==> src/design/ray_disk_cap_intersect_unit_defines.svh <==
// Assertion macros shared by the ray and disk intersection unit.
`ifndef RAY_DISK_CAP_INTERSECT_UNIT_DEFINES_SVH
`define RAY_DISK_CAP_INTERSECT_UNIT_DEFINES_SVH

// Implication in the same cycle, checked outside reset.
`define RDCI_ASSERT_IMP(name, ante, cons) \
   name: assert property (@(posedge clock) disable iff (reset) (ante) |-> (cons)) \
      else $error("rdci assertion failed");

// Implication into the next cycle, checked also across reset.
`define RDCI_ASSERT_NEXT(name, ante, cons) \
   name: assert property (@(posedge clock) (ante) |=> (cons)) \
      else $error("rdci assertion failed");

`endif

==> src/design/rdci_pkg.sv <==
// Types and constants of the ray and disk intersection unit.
`default_nettype none
package rdci_pkg;

   localparam int CoordW = 32;
   localparam int NormW  = 18;
   localparam int RadW   = 31;
   localparam int RelW   = 33;
   localparam int DenW   = 52;
   localparam int NumW   = 54;
   localparam int RemW   = 52;
   localparam int QuoW   = 31;
   localparam int DivSteps = QuoW;

   localparam logic [2:0] CsrCenterX = 3'd0;
   localparam logic [2:0] CsrCenterY = 3'd1;
   localparam logic [2:0] CsrCenterZ = 3'd2;
   localparam logic [2:0] CsrNormalX = 3'd3;
   localparam logic [2:0] CsrNormalY = 3'd4;
   localparam logic [2:0] CsrNormalZ = 3'd5;
   localparam logic [2:0] CsrRadius  = 3'd6;

   localparam logic [DenW-1:0] ParallelLimit = DenW'(4295);
   localparam logic [QuoW-1:0] DistMax       = '1;
   localparam logic [QuoW-1:0] MinHitDist    = QuoW'(65);

   typedef struct packed {
      logic [2:0][CoordW-1:0] center;
      logic [2:0][NormW-1:0]  normal;
      logic [RadW-1:0]        radius;
      logic [2*RadW-1:0]      radius_sq;
   } cfg_type;

   typedef struct packed {
      logic [2:0][RelW-1:0]   rel;
      logic [2:0][CoordW-1:0] dir;
      logic                   miss;
      logic                   sat;
   } side_type;

   typedef struct packed {
      logic [RemW-1:0] rem;
      logic [RemW-1:0] dvsr;
      logic [QuoW-1:0] num;
      logic [QuoW-1:0] quo;
      side_type        side;
   } div_type;

endpackage
`default_nettype wire

==> src/design/rdci_csr.sv <==
// Configuration registers of the disk: center, axis, radius and squared radius.
`default_nettype none
module rdci_csr (
   input  wire logic                   clock,
   input  wire logic                   reset,
   input  wire logic                   csr_we,
   input  wire logic [2:0]             csr_index,
   input  wire logic [31:0]            csr_wdata,
   output rdci_pkg::cfg_type           cfg
);

   rdci_pkg::cfg_type cfg_ff, cfg_in;

   always_comb begin
      cfg_in = cfg_ff;
      cfg_in.radius_sq = 62'(cfg_ff.radius) * 62'(cfg_ff.radius);
      if (csr_we) begin
         case (csr_index)
            rdci_pkg::CsrCenterX: cfg_in.center[0] = csr_wdata;
            rdci_pkg::CsrCenterY: cfg_in.center[1] = csr_wdata;
            rdci_pkg::CsrCenterZ: cfg_in.center[2] = csr_wdata;
            rdci_pkg::CsrNormalX: cfg_in.normal[0] = csr_wdata[rdci_pkg::NormW-1:0];
            rdci_pkg::CsrNormalY: cfg_in.normal[1] = csr_wdata[rdci_pkg::NormW-1:0];
            rdci_pkg::CsrNormalZ: cfg_in.normal[2] = csr_wdata[rdci_pkg::NormW-1:0];
            rdci_pkg::CsrRadius:  cfg_in.radius    = csr_wdata[rdci_pkg::RadW-1:0];
            default: ;
         endcase
      end
   end

   always_ff @(posedge clock) begin
      if (reset) begin
         cfg_ff.center    <= '0;
         cfg_ff.normal[0] <= '0;
         cfg_ff.normal[1] <= rdci_pkg::NormW'(65536);
         cfg_ff.normal[2] <= '0;
         cfg_ff.radius    <= rdci_pkg::RadW'(65536);
         cfg_ff.radius_sq <= 62'(65536) * 62'(65536);
      end else begin
         cfg_ff <= cfg_in;
      end
   end

   assign cfg = cfg_ff;

endmodule
`default_nettype wire

==> config.mk <==
export PLATFORM = sky130hd
export DESIGN_NAME = rdci_csr
export DESIGN_NICKNAME = d
export VERILOG_FILES = /design/src/design/ray_disk_cap_intersect_unit_defines.svh /design/src/design/rdci_pkg.sv /design/src/design/rdci_csr.sv
export SDC_FILE = /design/constraint.sdc
export NUM_CORES = 2
export LEC_CHECK = 0
export BUFFER_PORTS_ARGS = -buffer_cell sky130_fd_sc_hd__buf_2
export CAP_MARGIN = 10
export CORE_MARGIN = 3
export CORE_UTILIZATION = 51
export CTS_BUF_LIST = sky130_fd_sc_hd__clkbuf_2
export CTS_CLUSTER_DIAMETER = 60
export DETAILED_ROUTE_END_ITERATION = 10
export PLACE_DENSITY = 0.67
export SLEW_MARGIN = 20
export SYNTH_ARGS = -nofsm -noshare
export SYNTH_HDL_FRONTEND = slang
export SYNTH_SLANG_ARGS = --single-unit
==> constraint.sdc <==
create_clock -name clock -period 9.17 [get_ports clock]
set_clock_uncertainty 0.2 [all_clocks]
set_input_delay 0.4585 -clock clock [delete_from_list [all_inputs] [get_ports clock]]
set_output_delay 0.4585 -clock clock [all_outputs]
set_load 0.005 [all_outputs]
==> results.toml <==
[final_layout]
nets = 5283
final_cell_mix = "935 x inv_1, 748 x fa_1, 664 x nand2_1"
diodes = 0
layout_commonest_cell = "inv_1"
drive_gt1_share_pct = 11.0
fillCellCount = 6251
largest_reg_flops = 242
stdcell_count = 5136
synthToLayoutAreaGrowth_pct = 10.1
fin_area_um2 = 38700

[power_and_ir_drop]
p_sw_mw = 0.722
pwr-share-clk_pct = 35.0
netSwitchingFraction_pct = 32.2
cellLeakagePower_nw = 20.9
powerDensity_nw_per_um2 = 57.8
p_total_mw = 2.24
comb_power_share_pct = 15.9
seqPwrFrac_pct = 49.0
internal_power_mw = 1.52
ir_drop_mv = 0.0944

[worst_setup_path]
crit_end = "cfg[54]$_SDFF_PP0_"
cp-startpoint = "cfg[69]$_SDFFE_PP0P_"
path_max_fanout = 19
critical_path.cell_chain = "inv_1 -> nor2_1 -> inv_1 -> fa_1 -> inv_1 -> fa_1 -> fa_1 -> inv_1 -> fa_1 -> inv_1 -> fa_1 -> fa_1 -> fa_1 -> fa_1 -> ha_1 -> and4_1 -> and3_1 -> nand3_1 -> a21oi_2 -> a21oi_2 -> o31a_1 -> o31a_1 -> or4_1 -> o211ai_2"
cp-start-kind = "flop"
cp_num_cells = 24
critPathSlowestCell = "dfxtp_1"
cp-end-kind = "flop"
cp.arrival_ps = 9510
reg2regPathDepth = 24
crit_top_cell = "fa_1"
cp_top_family = "adder cells"
crit_type = "reg2reg"
reg2reg_to = "cfg[54]$_SDFF_PP0_"
r2r_setup_slack_ps = 290
critPathBufInv = 5
cp_data_required_time_ps = 9800
max_stage_delay_ps = 1100
worstReg2RegStart = "cfg[69]$_SDFFE_PP0P_"

[sta]
finalCritPeriodShare_pct = 96.9
hold_ws_ps = 97.2
worst_slew_pin_slew_ps = 1140
hold_viol = 0
relSlewSlack_pct = 24.1
post-route-min-period_ps = 8880
setup_viol = 0
max_freq_ghz = 0.113
setup_tns_ps = 0
grt_setup_unrepaired = "false"
slew_violations = 0

[clocking]
clk_path_buf_depth = 3
htreeDepth = 2
root_buffer = "clkbuf_2"
cts_tree = "built"
clk_pin_slew_worst_paths_ps = 140
cts_sinks = 242
cts_made_buffers = 57
worst_skew_pair.late_latency_ps = 1020
post-cts-setup-buffer-count = 0

[detailed_routing]
drcViolationCount = 0
route.vias.total = 26800
wl_um = 100000
viasPerCell = 5.23
first_pass_iters = 5
drt_iter0_drc = 1586
antenna_left = 0
wl_per_cell_um = 19.5

[logic_synthesis]
seq_area_frac_synth_pct = 13.8
synth_cells = 3941
ys_warn_count = 0
syn_area_per_cell_um2 = 8.93
synthesis.nets = 4997
synth_seq_cells = 242
synth_ff_type = "dfxtp_1"
async_flop_share_pct = 0
synthesis.area_um2 = 35200
ys_types = 60
synth_edf_count = 0

[grt]
grt_pass1_wl_um = 160000
gr-usage-met1_pct = 36.7
grt-busiest-layer = "met2"
grt_overflow_total = 0
grt_max_degree = 94
grt_pass1_vias = 29000
met3_usage_pct = 6.46
grt_usage_pct = 29.0
use_met2_pct = 49.1
grt_antenna_before_repair = 0

[place]
place_area_um2 = 37700
dpl.cell_count = 4989
place_hpwl_um = 80600
routabilityCongestion = 0.957
numPortBuffers = 279

[die]
placementRows = 95
initial_core_util_pct = 52.0
die_width_um = 269
dieArea_um2 = 72200
die_h_um = 269
ios = 281
core_um2 = 67800

[run]
cap_violations = 0

[outcome]
status = "completed"

[worst_hold_path]
min_path_type = "in2reg"
==> kinds of logic after synthesis <==
logic type                 after synthesis  share of synthesized area, %
muxes                                    6                         0.185
other                                    1                        0.0107
AOI/OAI and AO/OA                      391                          6.39
and+or+nand+nor                       1092                          13.7
buffers and inverters                 1117                          11.9
xor gates and xnor gates                74                          1.84
adders and majority gates             1018                          52.1
DFF                                    242                          13.8
==> worst min-delay path, stage by stage <==
cell,delay (ps)
dlygate4sd3_1,530
buf_2,160
nand2_1,60
a21oi_1,50
==> through the flow <==
step           utilization, %  setup slack (ps)
2_1_floorplan               -              1580
6_report                 57.2               287
3_5_place_dp             55.6               588
5_1_grt                  57.2              35.3
4_1_cts                  57.2               430
3_3_place_gp             55.6               619
==> per-layer routing <==
metal | share of wire (%) | routed length, um
met1 | 40 | 39700
met2 | 48 | 48700
met3 | 7.8 | 7860
met4 | 4.2 | 4190
met5 | 0 | 0
==> cell type report <==
cell class	count	area (um2)	share of cell area, %
multi-input combinational	2582	26200	67.6
tap	873	1090	2.82
sequential	242	4850	12.5
timing repair buffer	409	2560	6.61
inverter	935	3510	9.06
clock buffer	76	380	0.982
clock inverter	19	174	0.449
==> Yosys cell counts, types with 3 or more instances <==
| master | instances | share of area (%) |
|---|---|---|
| a41oi_1 | 3 | 0.075 |
| a21o_1 | 24 | 0.51 |
| a31o_2 | 6 | 0.15 |
| nor3_1 | 23 | 0.33 |
| nand2b_1 | 8 | 0.14 |
| o211ai_1 | 4 | 0.085 |
| or2_2 | 3 | 0.053 |
| and2_1 | 189 | 3.4 |
| nand2_1 | 665 | 7.1 |
| xor2_1 | 30 | 0.75 |
| a211oi_1 | 6 | 0.13 |
| inv_1 | 935 | 10 |
| dfxtp_1 | 242 | 14 |
| ha_1 | 270 | 9.6 |
| o21bai_1 | 14 | 0.30 |
| o21ai_0 | 36 | 0.51 |
| mux2_2 | 4 | 0.13 |
| xnor2_1 | 44 | 1.1 |
| a21boi_0 | 3 | 0.064 |
| nand3_1 | 19 | 0.27 |
| buf_2 | 3 | 0.043 |
| nand4_1 | 17 | 0.30 |
| nor2_1 | 121 | 1.3 |
| a31oi_1 | 8 | 0.14 |
| o21ai_1 | 6 | 0.085 |
| nor2b_1 | 24 | 0.43 |
| a21oi_1 | 250 | 3.6 |
| clkbuf_1 | 174 | 1.9 |
| and3_1 | 11 | 0.20 |
| o21a_1 | 9 | 0.19 |
| fa_1 | 748 | 43 |
==> what timing repair did <==
action	CTS	global route
gates resized for setup	0	0
endpoints found under the hold margin	224	0
setup endpoints to repair	0	0
hold buffers	52	0
==> power groups by stage <==
stage / Sequential (mW) / Combinational, mW / Clock [mW]
after floorplan: 1.11 / 0.191 / 0
after global routing: 1.10 / 0.390 / 0.857
final: 1.10 / 0.357 / 0.785
after CTS: 1.10 / 0.354 / 0.804
after detailed placement: 1.12 / 0.336 / 0
after global placement: 1.12 / 0.333 / 0
==> worst min-delay path by stage <==
stage          cells after the start               endpoint  slack (ps)             startpoint
2_1_floorplan                      2  cfg[100]$_SDFFE_PP0P_         250  cfg[100]$_SDFFE_PP0P_
3_3_place_gp                       2  cfg[118]$_SDFFE_PP0P_         240  cfg[118]$_SDFFE_PP0P_
3_5_place_dp                       2  cfg[166]$_SDFFE_PP0P_         240  cfg[166]$_SDFFE_PP0P_
4_1_cts                            4  cfg[172]$_SDFFE_PP0P_           5          csr_wdata[25]
5_1_grt                            4  cfg[172]$_SDFFE_PP0P_          30          csr_wdata[25]
6_report                           4  cfg[172]$_SDFFE_PP0P_         100          csr_wdata[25]
Note: power is estimated with default switching activity, not from simulation.
